**src/rtl/core/bpd_pkg.sv**
```systemverilog
`default_nettype none
package bpd_pkg;
  localparam int Samples = 20;
  localparam int Cells = Samples + 1;
  localparam int CoordW = 16;
  localparam int DistW = 17;
  localparam int WeightW = 17;
  localparam int SampW = 19;
  localparam int D2W = 36;
  localparam int SqrtSteps = 18;
  // Bernstein weight denominator S^3 and its rounding half
  localparam longint WeightDen = longint'(Samples) * Samples * Samples;
  localparam longint WeightHalf = WeightDen / 2;

  typedef logic signed [CoordW-1:0] coord_t;
  typedef logic [WeightW-1:0] weight_t;
  typedef logic [D2W-1:0] d2_t;

  typedef struct packed {
    coord_t px;
    coord_t py;
    coord_t p0x;
    coord_t p0y;
    coord_t p1x;
    coord_t p1y;
    coord_t p2x;
    coord_t p2y;
    coord_t p3x;
    coord_t p3y;
  } query_t;
endpackage
`default_nettype wire

```
**src/rtl/core/bpd_sqrt_cell.sv**
```systemverilog
`default_nettype none
// One restoring square root step; one result bit enters per cell.
module bpd_sqrt_cell import bpd_pkg::*; (
  input  wire logic             clk,
  input  wire logic             rst_n,
  input  wire logic             en,
  input  wire logic [4:0]       step,
  input  wire logic             vld_i,
  input  wire d2_t              rem_i,
  input  wire logic [DistW:0]   root_i,
  output logic                  vld_o,
  output d2_t                   rem_o,
  output logic [DistW:0]        root_o
);
  logic [D2W+1:0] trial;
  logic [D2W+1:0] part;

  always_comb begin
    part  = (D2W+2)'(rem_i >> (2 * step));
    trial = (D2W+2)'({root_i, 2'b01});
  end

  always_ff @(posedge clk) begin
    if (!rst_n) vld_o <= 1'b0;
    else if (en) vld_o <= vld_i;
  end

  always_ff @(posedge clk) begin
    if (en) begin
      if (part >= trial) begin
        rem_o  <= rem_i - (D2W'(trial) << (2 * step));
        root_o <= {root_i[DistW-1:0], 1'b1};
      end else begin
        rem_o  <= rem_i;
        root_o <= {root_i[DistW-1:0], 1'b0};
      end
    end
  end
endmodule
`default_nettype wire

```
**config.mk**
```make
export PLATFORM = sky130hd
export DESIGN_NAME = bpd_sqrt_cell
export DESIGN_NICKNAME = d
export VERILOG_FILES = /design/src/rtl/core/bpd_pkg.sv /design/src/rtl/core/bpd_sqrt_cell.sv
export SDC_FILE = /design/constraint.sdc
export NUM_CORES = 1
export LEC_CHECK = 0
export BUFFER_PORTS_ARGS = -buffer_cell sky130_fd_sc_hd__buf_2
export CELL_PAD_IN_SITES_DETAIL_PLACEMENT = 1
export CELL_PAD_IN_SITES_GLOBAL_PLACEMENT = 1
export CORE_MARGIN = 5
export CORE_UTILIZATION = 30
export CTS_CLUSTER_DIAMETER = 50
export CTS_CLUSTER_SIZE = 14
export DETAILED_ROUTE_END_ITERATION = 8
export GPL_TIMING_DRIVEN = 0
export PLACE_DENSITY_LB_ADDON = 0.15
export REMOVE_ABC_BUFFERS = 1
export SETUP_SLACK_MARGIN = 0.4
export SYNTH_ARGS = -nofsm -noshare
export SYNTH_HDL_FRONTEND = slang
export SYNTH_SLANG_ARGS = --single-unit
```
**constraint.sdc**
```tcl
create_clock -name clk -period 6 [get_ports clk]
set_clock_uncertainty 0.1 [all_clocks]
set_input_delay 0.9 -clock clk [delete_from_list [all_inputs] [get_ports clk]]
set_output_delay 0.9 -clock clk [all_outputs]
set_load 0.01 [all_outputs]
```
# [Word level (Yosys, flattened, before mapping)]
# Index checks and enable logic that the tools add are counted.
[classes] add_sub_neg=1 mul=0 div_mod_pow=0 order_cmp=1 n_eq_ne=0 shift=2 muxes=2 n_bitwise=0 reduce_logical=0
[ops] op="$ge A38 B20 Y1" count=1
[ops] op="$shr A36 B6 Y38" count=1
[ops] op="$mux W36" count=1
[ops] op="$shl A20 B6 Y36" count=1
[ops] op="$sub A36 B36 Y36" count=1
[ops] op="$mux W1" count=1
[word_totals] register_bits=55 latch_bits=0 mem_bits_rw=0 romBits=0 in_bits=63 n_memories=0

# [Depth between registers and ports, before layout]
[depth] depth_word=3 ltp_mapped=23 depth_no_buf=17

# [Worst setup path before layout]
# OpenSTA, ideal clock, no wires.
[synth_path] path_kind="in2reg" startpoint="input port step[0]" endpoint="register rem_o[10], data pin" t_arrival_ns=4.573 setup_slack_ns=1.066 path_stages=18 path_buffers=5 cell_sequence="buf_4 -> buf_2 -> buf_4 -> buf_2 -> mux2i_1 -> mux4_2 -> and2_1 -> a211oi_1 -> ha_1 -> nand4_1 -> nor2_1 -> a2111oi_0 -> a221oi_1 -> o311ai_0 -> nand4_1 -> a21o_1 -> buf_6 -> mux2_4"
[synth_via] elab_chain_cells=3 word_cells_on_any_way=5 classes_between="1 x add/sub; 1 x order compare; 2 x shift; 1 x mux"
[synth_lines] item="from (decl)" line_no="bpd_sqrt_cell.sv:7" text="input wire logic [4:0] step,"
[synth_lines] item="$shr A36 B6 Y38 or $shl A20 B6 Y36 (tied branches)" line_no="bpd_sqrt_cell.sv:19, bpd_sqrt_cell.sv:31"
[synth_lines] item="$ge A38 B20 Y1 or $sub A36 B36 Y36 (tied branches)" line_no="bpd_sqrt_cell.sv:30, bpd_sqrt_cell.sv:31"
[synth_lines] item="$mux W36 *" line_no="bpd_sqrt_cell.sv:30" text="if (part >= trial) begin"
[synth_lines] item="to (signal assigned)" line_no="bpd_sqrt_cell.sv:31" text="rem_o <= rem_i - (D2W'(trial) << (2 * step));"
[synth_lines] item="to (signal assigned)" line_no="bpd_sqrt_cell.sv:34" text="rem_o <= rem_i;"
[synth_lines] item="to (decl)" line_no="bpd_sqrt_cell.sv:12" text="output d2_t rem_o,"
# Mark *: on every way between the ends. The rest lies on a longest branch, timed or not.
# A chain may end at the register's enable or synchronous reset.

# [Worst setup path in the final report]
[layout_path] startpoint="input port step[0]" endpoint="register rem_o[16], data pin"
# The elaborated chain is that of the path after synthesis.

==> metrics.md <==
| Metric | Value |
|---|---|
| Horizontal die dimension | `between 150 and 200 um` |
| Cell chosen for the clock root | `sky130_fd_sc_hd__clkbuf_16` |
| Worst hold slack across all endpoints | `slightly above 0.4 ns` |
| HPWL after detailed placement | `approximately 20000 um` |
| Category of the most critical setup path | `input pin to register` |
| Proportion of synthesized area in mux cells | `0.1395` |
| Post-route DRC | `0` |
| Library cell with the largest summed area after synthesis | `sky130_fd_sc_hd__edfxtp_1` |
| # diodes | `0` |
| Relative slew margins | `0.09702` |
| Maximum buffer depth of the clock tree | `2` |
| Share of cells above drive strength 1 | `0.1958` |
| Count of H-tree levels built during CTS | `2` |
| Fraction of the yosys area taken by sequential cells | `0.2425` |
| Total length of routed wires | `about 25000 um` |
| First-pass iteration count of the detailed router | `5` |
| Measured slew at the worst slew-check pin | `1.344 ns` |
| Largest family of logic cells by synthesized area | `compound AO/OA/AOI/OAI gates` |
| Average wire per standard cell | `20.91 um` |
| Arrival @ worst endpoint | `5.30 ns` |
| Max-slew violation total from the final report | `0` |
| Hold WC Path Type | `register to register` |
| Area share of fa/ha/maj cells after synthesis | `0.1016` |
| Final core utilization | `0.3450` |
| Data required time of the worst path | `between 5 and 6 ns` |
| Internal power contribution | `0.0009152 W` |
| Std-Cell Rows | `55` |
| All-layer global routing usage | `0.1911` |
| Final Critical Period | `around 5.3 ns` |
| Sw frac | `0.3914` |
| Register bit count reported by yosys | `55` |
| Post-layout total power | `around 0.0015 W` |
| EDFF count, synth | `54` |
| Most used standard cell by instance count after synthesis | `sky130_fd_sc_hd__nand2_1` |
| Setup violators final | `0` |
| Core area | `22430 sq um` |
| Capturing element type of the critical path | `register` |
| Clock latency at the later pin of the worst-skew pair | `0.31 ns` |
| Num CTS Buffers | `5` |
| Share of flip-flops with an asynchronous set or reset | `0` |
| Final period util | `0.8877` |
| Compound-gate portion of the synthesized area | `0.2399` |
| Cell types occupying the most area after synthesis | `sky130_fd_sc_hd__edfxtp_1 24%, sky130_fd_sc_hd__ha_1 10%, sky130_fd_sc_hd__a21oi_1 6.1%` |
| Total placed cells including tap cells | `roughly 1200` |
| Number of sinks on the clock net | `55` |
| Total via count in the routed design | `roughly 6600` |
| Total net switching power | `0.0005887 W` |
| Die Height | `~160 um` |
| Clk pin slew, worst setup/hold paths | `approximately 0.080 ns` |
| Final design instance area without fill | `just under 8000 sq um` |
| Starting utilization of the core area | `0.3018` |
| Final std cells w/o fill | `between 1000 and 1500` |
| Unrepaired setup endpoints after global routing | `no` |
| Max-cap check violation count | `0` |
| Status | `finished, final reports clean` |
| Synth Area in XOR/XNOR | `0.04398` |
| Top cell types by occurrence after synthesis | `107 x sky130_fd_sc_hd__nand2_1, 87 x sky130_fd_sc_hd__nor2_1, 83 x sky130_fd_sc_hd__a21oi_1` |
| Share of the synthesized area in the top cell type | `0.2395` |
| Layout overhead on the synthesized area | `14.30%` |
| Number of DRC violations after detailed-routing iteration 0 | `around 450` |
| Post-DRT Antenna Nets | `0` |
| # hold bufs at CTS | `0` |
| Placed Instance Area | `around 7500 sq um` |
| Crit-path max FO | `46` |
| Area enclosed by the die boundary | `25670 sq um` |
| Antenna violations before repair | `0` |
| Pin count of the biggest net entering global routing | `between 60 and 70` |
| Vias in the first global route | `6660` |
| Placer congestion estimate | `0.8810` |
| Combinational cell fraction of total power | `0.463` |
| Share of total power in sequential cells | `0.328` |
| Clock share of power | `0.209` |
| Most used DFF post-synth | `sky130_fd_sc_hd__edfxtp_1` |
| Type of element launching the critical path | `input pin` |
| Global-route congestion overflow total | `0` |
| Number of failing hold endpoints at the final stage | `0` |
| Worst voltage drop across the vdd grid | `roughly 0.000094 V` |
| Standby leakage power | `around 3.2 nW` |
| Total standard cell area after synthesis | `around 6800 sq um` |
| Number of distinct library cells after synthesis | `between 60 and 70` |
| Count of warnings emitted by yosys | `0` |
| Ports | `roughly 120` |
| TritonCTS clock tree | `done` |
| IO buf count | `117` |
| Nets | `approximately 1000` |
| Power density over the cells | `just under 200 nW/um^2` |
| Simple logic cell fraction of the synthesized area | `0.1739` |
| Avg Vias per Cell | `about 5.5` |
| Mean Syn Cell Area | `8.089 sq um` |
| Global-route wire length before repair | `39100 um` |
| Cells after Synth | `roughly 840` |
| Fmax | `about 190 MHz` |
## stage by stage
stage / setup slack (ns) / setup TNS [ns]
2_1_floorplan: 0.5130 / 0
4_1_cts: 0.4125 / 0
6_report: 0.6738 / 0
3_5_place_dp: -1.887 / -62.98
3_3_place_gp: -2.612 / -90.87
5_1_grt: 0.4258 / 0
## per-layer routing
layer | vias up | global-route usage | part of all wire
met5 | - | 0 | 0
met4 | 0 | 0.03950 | 0.016
met3 | 21 | 0.03381 | 0.051
met2 | 186 | 0.3071 | 0.45
met1 | 3187 | 0.2698 | 0.48
li1 | 3251 | - | -
## flip-flops by register name, summed over array words and instances, names as in the netlist
name and flops:
root_o 18, vld_o 1, rem_o 36
## area by class of cell
cell class | instances | area, sq um
Inverter | 34 | 143.9
Clock buffer | 6 | 128.9
Timing Repair inverter | 1 | 5.005
Tap cell | 285 | 356.6
Multi-Input combinational cell | 694 | 4778
Clock inverter | 2 | 12.51
Fill cell | 2761 | 14700
Timing Repair Buffer | 122 | 671.9
Sequential cell | 55 | 1642
## power by group through the flow
stage / sequential, W / combinational (W) / clock, W
floorplan: 0.000532 / 0.000400 / 0
global placement: 0.000502 / 0.000683 / 0
detailed placement: 0.000503 / 0.000686 / 0
CTS: 0.000495 / 0.000691 / 0.000329
global route: 0.000498 / 0.000770 / 0.000343
finish: 0.000493 / 0.000696 / 0.000315
## cell families after synthesis
family | Yosys count
buf+inv | 88
compound gates | 263
fa+ha+maj | 55
mux | 74
simple gates | 268
xor+xnor | 34
flops | 55
## layout by cell type (no fill, tap or decap), types with 15 or more instances in the layout
cell type	instances
sky130_fd_sc_hd__a211oi_1	15
sky130_fd_sc_hd__o21ai_0	58
sky130_fd_sc_hd__mux2i_1	37
sky130_fd_sc_hd__edfxtp_1	54
sky130_fd_sc_hd__inv_1	31
sky130_fd_sc_hd__nand2_1	107
sky130_fd_sc_hd__nand3_1	15
sky130_fd_sc_hd__buf_2	112
sky130_fd_sc_hd__nor2_1	86
sky130_fd_sc_hd__a21o_1	16
sky130_fd_sc_hd__o211ai_1	16
sky130_fd_sc_hd__a21oi_1	83
sky130_fd_sc_hd__xnor2_1	20
sky130_fd_sc_hd__ha_1	55
## critical path, cell delays in order
cell,delay (ns)
sky130_fd_sc_hd__buf_8,0.25
sky130_fd_sc_hd__buf_12,0.28
sky130_fd_sc_hd__mux2i_1,0.22
sky130_fd_sc_hd__mux4_2,0.50
sky130_fd_sc_hd__and2_1,0.23
sky130_fd_sc_hd__a211oi_2,0.32
sky130_fd_sc_hd__ha_1,0.31
sky130_fd_sc_hd__nand4_1,0.13
sky130_fd_sc_hd__nor2_1,0.06
sky130_fd_sc_hd__a2111oi_0,0.42
sky130_fd_sc_hd__a221oi_1,0.19
sky130_fd_sc_hd__o311ai_0,0.35
sky130_fd_sc_hd__nand4_1,0.21
sky130_fd_sc_hd__a21o_4,0.34
sky130_fd_sc_hd__buf_12,0.21
sky130_fd_sc_hd__mux2_4,0.31
## timing repair
| item | in CTS | in global routing |
|---|---|---|
| setup endpoints to repair | 37 | 34 |
| resized for setup | 10 | 10 |
| setup buffers | 0 | 3 |
| cloned | 0 | 1 |
| pin swaps | 0 | 0 |
## final timing paths
kind | startpoint | to | slack [ns] | depth (start not counted)
min | vld_o | vld_o | 0.41 | 2
max reg2reg | vld_o | vld_o | 5.32 | 2
max | step[0] | rem_o[16] | 0.67 | 16
min reg2reg | vld_o | vld_o | 0.41 | 2
(Power assumes the default switching activity.)
